--- src/sv/tcw_pkg.sv ---
// Package for the text console cursor writer: geometry constants, character
// codes, function codes and the command and status bundles.
// No dependencies.
`default_nettype none

package tcw_pkg;

  localparam int COLUMNS    = 80;
  localparam int ROWS       = 25;
  localparam int TAB_WIDTH  = 4;
  localparam int CELL_COUNT = ROWS * COLUMNS;
  localparam int SCROLL_CNT = (ROWS - 1) * COLUMNS;

  localparam int ADDR_W = $clog2(CELL_COUNT);
  localparam int ROW_W  = $clog2(ROWS);
  localparam int COL_W  = $clog2(COLUMNS);
  localparam int TAB_W  = (TAB_WIDTH > 1) ? $clog2(TAB_WIDTH) : 1;

  localparam int FUNC_W    = 2;
  localparam int CHAR_W    = 8;
  localparam int COLOR_W   = 8;
  localparam int IN_ADDR_W = 11;
  localparam int CELL_W    = 16;
  localparam int OUT_ROW_W = 5;
  localparam int OUT_COL_W = 7;

  localparam logic [CHAR_W-1:0]  CH_NUL      = 8'd0;
  localparam logic [CHAR_W-1:0]  CH_TAB      = 8'd9;
  localparam logic [CHAR_W-1:0]  CH_NEWLINE  = 8'd10;
  localparam logic [CHAR_W-1:0]  CH_BLANK    = 8'd32;
  localparam logic [COLOR_W-1:0] RESET_COLOR = 8'd7;

  typedef enum logic [FUNC_W-1:0] {
    FUNC_PUT   = 2'd0,
    FUNC_CLEAR = 2'd1,
    FUNC_READ  = 2'd2
  } func_t;

  typedef enum logic [1:0] {
    FILL_RESET,
    FILL_CLEAR,
    FILL_TEXT
  } fill_sel_t;

  typedef struct packed {
    logic      load;
    logic      cnt_clr;
    logic      fill;
    fill_sel_t fill_sel;
    logic      copy_rd;
    logic      put;
    logic      nl;
    logic      rd_cell;
    logic      out_load;
  } dp_cmd_t;

  typedef struct packed {
    logic [FUNC_W-1:0] func;
    logic              is_nul;
    logic              is_nl;
    logic              fill_last;
    logic              copy_last;
    logic              col_at_end;
    logic              tab_more;
    logic              row_last;
  } dp_sts_t;

endpackage

`default_nettype wire

--- src/sv/tcw_ctrl.sv ---
// Controller of the text console cursor writer: sequences reset clearing,
// character writes, scrolls, clears, reads and the result handshake.
// Depends on tcw_pkg.
`default_nettype none

module tcw_ctrl
  import tcw_pkg::*;
(
  input  wire logic    clk,
  input  wire logic    rst_n,
  input  wire logic    in_valid,
  output logic         in_ready,
  output logic         out_valid,
  input  wire logic    out_ready,
  output dp_cmd_t      cmd,
  input  wire dp_sts_t sts
);

  typedef enum logic [3:0] {
    S_INIT,
    S_IDLE,
    S_DECODE,
    S_WRITE,
    S_NL,
    S_COPY,
    S_COPY_END,
    S_BLANK,
    S_CLEAR,
    S_READ,
    S_DONE
  } state_t;

  state_t state_r, state_nxt;
  logic   out_valid_r, out_valid_nxt;

  always_comb begin
    state_nxt = state_r;
    cmd       = '0;
    cmd.fill_sel = FILL_RESET;
    case (state_r)
      S_INIT: begin
        cmd.fill = 1'b1;
        if (sts.fill_last) begin
          state_nxt = S_IDLE;
        end
      end
      S_IDLE: begin
        if (in_valid) begin
          cmd.load  = 1'b1;
          state_nxt = S_DECODE;
        end
      end
      S_DECODE: begin
        case (sts.func)
          FUNC_PUT: begin
            if (sts.is_nul) begin
              state_nxt = S_DONE;
            end else if (sts.is_nl) begin
              state_nxt = S_NL;
            end else begin
              state_nxt = S_WRITE;
            end
          end
          FUNC_CLEAR: begin
            cmd.cnt_clr = 1'b1;
            state_nxt   = S_CLEAR;
          end
          FUNC_READ: state_nxt = S_READ;
          default:   state_nxt = S_DONE;
        endcase
      end
      S_WRITE: begin
        cmd.put = 1'b1;
        if (sts.col_at_end) begin
          state_nxt = S_NL;
        end else if (!sts.tab_more) begin
          state_nxt = S_DONE;
        end
      end
      S_NL: begin
        cmd.nl      = 1'b1;
        cmd.cnt_clr = 1'b1;
        state_nxt   = sts.row_last ? S_COPY : S_DONE;
      end
      S_COPY: begin
        cmd.copy_rd = 1'b1;
        if (sts.copy_last) begin
          state_nxt = S_COPY_END;
        end
      end
      S_COPY_END: state_nxt = S_BLANK;
      S_BLANK: begin
        cmd.fill     = 1'b1;
        cmd.fill_sel = FILL_TEXT;
        if (sts.fill_last) begin
          state_nxt = S_DONE;
        end
      end
      S_CLEAR: begin
        cmd.fill     = 1'b1;
        cmd.fill_sel = FILL_CLEAR;
        if (sts.fill_last) begin
          state_nxt = S_DONE;
        end
      end
      S_READ: begin
        cmd.rd_cell = 1'b1;
        state_nxt   = S_DONE;
      end
      S_DONE: begin
        if (!out_valid_r || out_ready) begin
          cmd.out_load = 1'b1;
          state_nxt    = S_IDLE;
        end
      end
      default: state_nxt = S_IDLE;
    endcase
  end

  assign out_valid_nxt = (out_valid_r && !out_ready) || cmd.out_load;

  always_ff @(posedge clk) begin
    if (!rst_n) begin
      state_r     <= S_INIT;
      out_valid_r <= 1'b0;
    end else begin
      state_r     <= state_nxt;
      out_valid_r <= out_valid_nxt;
    end
  end

  assign in_ready  = (state_r == S_IDLE);
  assign out_valid = out_valid_r;

endmodule

`default_nettype wire

--- config.mk ---
export PLATFORM = sky130hd
export DESIGN_NAME = tcw_ctrl
export DESIGN_NICKNAME = d
export VERILOG_FILES = /design/src/sv/tcw_pkg.sv /design/src/sv/tcw_ctrl.sv
export SDC_FILE = /design/constraint.sdc
export NUM_CORES = 1
export LEC_CHECK = 0
export BUFFER_PORTS_ARGS = -buffer_cell sky130_fd_sc_hd__buf_4
export CAP_MARGIN = 5
export CELL_PAD_IN_SITES_DETAIL_PLACEMENT = 2
export CELL_PAD_IN_SITES_GLOBAL_PLACEMENT = 2
export CORE_MARGIN = 2
export CORE_UTILIZATION = 22
export CTS_CLUSTER_DIAMETER = 200
export DETAILED_ROUTE_END_ITERATION = 8
export PLACE_DENSITY_LB_ADDON = 0.1
export SLEW_MARGIN = 20
export SYNTH_ARGS = -nofsm -noshare
export SYNTH_HDL_FRONTEND = slang
export SYNTH_SLANG_ARGS = --single-unit
--- constraint.sdc ---
create_clock -name clk -period 1.4 [get_ports clk]
set_clock_uncertainty 0.05 [all_clocks]
set_input_delay 0.07 -clock clk [delete_from_list [all_inputs] [get_ports clk]]
set_output_delay 0.07 -clock clk [all_outputs]
set_load 0.02 [all_outputs]
After elaboration in Yosys (flattened, before gate mapping):

Cells that the tools add are included.

* register bits after elaboration: 5
* input bits: 13
* logic and storage cells: 54

* equality and inequality tests: 18
* muxes and demuxes: 24
* reductions and logical operators: 10

Operators with widths (count)
* $pmux W4 S10: 1
* $mux W4: 9
* $eq A4 B3 Y1 const B: 4
* $eq A4 B4 Y1 const B: 3
* $pmux W4 S3: 1
* $mux W1: 10
* $eq A4 B2 Y1 const B: 2
* $ne A2 B2 Y1 const B: 4
* $reduce_and A6 Y1: 1
* $eq A4 B1 Y1 const B: 1
* $logic_not A4 Y1: 1
* $pmux W2 S2: 1
* $mux W3: 1
* $ne A3 B3 Y1 const B: 1
* $reduce_or A3 Y1: 1
* $eq A2 B1 Y1 const B: 1
* $eq A2 B2 Y1 const B: 1
* $logic_not A1 Y1: 2
* $logic_not A2 Y1: 1
* $logic_or A1 B1 Y1: 2
* $ne A2 B1 Y1 const B: 1
* $pmux W1 S2: 1
* $reduce_or A2 Y1: 1
* $logic_and A1 B1 Y1: 1

Logic depth before layout (Yosys ltp):

* depth after elaboration: 5
* gate-level depth with buffers: 6

Worst setup path after synthesis:

OpenSTA, ideal clock, no wires.

* path type: flip-flop to output port
* from: register state_r[1]
* to: output cmd[9] in the netlist's numbering
* arrival time: 1.536 ns
* setup slack: -0.256 ns
* cell stages (with the launch flop): 5
* path buffers: 1
* path through: dfxtp_1 buf_4 or2b_4 nor3_1 and2_1

RTL lines
* from (decl): RTL line tcw_ctrl.sv:33 `state_t state_r, state_nxt;`
* from (signal assigned): RTL line tcw_ctrl.sv:127 `state_r <= state_nxt;`
* to (decl): RTL line tcw_ctrl.sv:15 `output dp_cmd_t cmd,`

Final worst setup path:

* from: register state_r[2]
* to: register state_r[0]

* cells in the longest elaborated chain, start to end: 4
* elaborated cells on any way between the ends: 20
* those cells by class: 16 x eq/ne; 1 x mux; 3 x reduce/logical

RTL lines
* $eq A4 B4 Y1 or $eq A4 B3 Y1 (tied branches): RTL line tcw_ctrl.sv:40 `case (state_r)`
* $reduce_or A2 Y1 (no line)
* $ne A2 B1 Y1 (no line)
* $reduce_and A6 Y1 (no line)

Parallel ways exist; a longest one is shown, timed or not.
A chain may end at the register's enable or synchronous reset.

==> run metrics <==
status finished with violations; failing checks setup timing; HPWL Detailed 2.085 mm; Worst-Skew Late Latency 0.26 ns; Max Root-Sink Buffers 2; leakage 0.5876 nW; RSZ-0062 raised after global routing true; fin crit share 115.8%; Iter 0 DRT Violations 15; GPL Wtd Cong 0.7354; HP Class in -> reg; library cells used by synthesis 37; largest net degree at the start of global routing 12; Vias per Instance 5.269; placed standard-cell area 1055 µm²; slowest CP cell dfxtp_4; final setup margin -0.2206 ns; total global routing overflow 0; #FFs+latches synth 5; Crit Path Category reg -> reg; Avg Inst Size Synth 7.739 µm²; CP Data Arrival Time 1.75 ns; Worst Setup SP state_r[2]$_SDFFE_PN0P_; Initial Util 22.93%; core area 2734 µm²; CTS tree built; Reg2Reg Depth 4; Worst Path Buf+Inv 0; Final Net Count 157; Mapped Cells 81; TritonCTS Buffers 3; finished layout cell area 1435 µm²; drc violations 0; synth top area cells dfxtp_1 16%, nand2b_1 9.0%, ha_1 6.0%; # IOs 25; Die X 57.38 µm; share of layout cells above drive strength 1 72.14%; Post-CTS Hold Buffers 0; sequential area share after synthesis 15.97%; max_cap viols 0; Critical Path Stages 4; Slew Viols, Final 0; Routed WL per cell 20.21 µm; H-Tree Depth 1; Critical Path RT 1.53 ns; peak supply drop 716.8 µV; Post-Syn Nets 97; area leader, netlist dfxtp_1; hold_sp rst_n; share of the synthesized area in the top cell type 15.97%; Critical Path End Type register; Min-Delay Path Depth 2; final setup violation count 13; CP max stage delay 0.39 ns; Power per Cell Area 935.5 nW/µm²; Min Clock Period, post-route 1.621 ns; CP top delay family multiplexers; initial antenna violation count 0; maximum fanout along the worst path 6; n_diodes 0; Power, Total 1.343 mW; Clock Sinks 5; DR vias 901; Area Growth Syn to Fin 128.9%; first-pass GRT wire length 4.678 mm; vias in the first global route 948; # port buffers 24; slew at the pin closest to its max-slew limit 0.3906 ns; Core Rows 19; die height 57.38 µm; Post-Syn Area 626.9 µm²; GRT Util Overall 18.64%; 1st-pass router iterations 6; DRT Wirelength 3.456 mm; kind of start point of the critical path register; die area 3292 µm²; crit path cell chain mux2_4, o32ai_4, or3_4, mux2i_1; yosys warns 0; Slew headroom 73.63%; maximum clock rate 617.1 MHz; CTS root buffer clkbuf_4; ANT nets after route 0; Reg clk slew, reported paths 0.05 ns; start of the worst register-to-register path state_r[2]$_SDFFE_PN0P_; Fin. Hold Viols 0
## stage by stage
stage                     instances  util (%)  hold WS (ns)  worst slack (ns)  TNS (ns)
after global placement          156     38.58        0.3365           -0.2150   -0.7149
final                           171     52.49        0.1048           -0.2206    -1.602
after detailed placement        156     38.58        0.3427           -0.2798    -1.029
after global routing            171     52.49        0.1185           -0.2443    -2.301
after CTS                       165     45.68       0.07147           -0.1433    -1.225
after floorplan                  81         -        0.1713          -0.04700   -0.1864
## routing by layer
metal  global-route usage [%]  routed length, µm  vias to the layer above  share of wire [%]
met4                    7.973                110                        0                3.2
met1                    21.23               1367                      446                 40
met2                    34.58               1891                       26                 55
met5                        0                  0                        -                  0
li1                         -                  -                      420                  -
met3                    2.041                 86                        9                2.5
## cell usage after synthesis
cell	count
o32ai_2	1
o21a_1	2
a211o_1	1
mux2_2	1
o31a_1	1
o221a_2	2
nor2_1	5
nor2b_1	4
a31oi_1	2
nand2_1	6
a21oi_1	2
buf_4	2
and2_1	1
or2b_4	1
dfxtp_1	5
nor4b_1	1
nand4b_1	1
o311ai_0	3
a21oi_2	1
o31ai_1	2
nand4bb_1	1
mux2i_1	1
o21ai_0	1
ha_1	3
nor4_1	1
a21boi_0	1
nor3_1	5
or3_4	1
inv_1	3
or4b_2	1
clkbuf_1	4
a211oi_1	1
nand2b_1	9
nand3_1	2
o41ai_2	1
o221ai_1	1
or3_1	1
## power by group
part           switching (mW)  leakage (nW)  internal (mW)
clock                  0.0745        0.0150          0.109
combinational           0.501         0.529          0.460
sequential             0.0292        0.0433          0.169
total                   0.604         0.588          0.738
## cell usage in the layout (no fill, tap or decap), types with 3 or more instances in the layout
master     n
nand2b_4   3
nand2b_1   6
clkbuf_4   3
buf_4     43
buf_6     18
nor3_4     3
nor2_1     3
ha_1       3
dfxtp_4    3
nand2_1    4
## sequential cells by signal, summed over array words and instances, names as in the netlist
signal     cells
out_valid      1
state_r        4
## cell families after synthesis
family / count (synthesis) / share of synthesized area, %
simple gates: 40 / 37.92
compound gates: 22 / 30.14
buf+inv: 9 / 6.585
flops: 5 / 15.97
fa+ha+maj: 3 / 5.989
mux: 2 / 3.393
## area by class of cell
type	count	area, µm²
fill	277	1299
multi-input combinational	67	720.7
timing repair buffer	61	525.5
sequential	5	112.6
tap	31	38.79
clock buffer	4	26.28
inverter	3	11.26
## what timing repair did
item,in CTS,in global routing
pin swaps,7,7
setup endpoints to repair,13,15
resized for setup,29,31
cloned,0,0
setup buffers,5,8
hold endpoints to repair,0,0
## final timing paths
| kind | endpoint | slack, ns |
|---|---|---|
| setup / recovery | state_r[0]$_SDFFE_PN0P_ | -0.22 |
| setup reg to reg | state_r[0]$_SDFFE_PN0P_ | -0.22 |
| hold reg to reg | out_valid$_SDFF_PN0_ | 0.59 |
| hold / removal | out_valid$_SDFF_PN0_ | 0.10 |
Note: power is estimated with default switching activity, not from simulation.
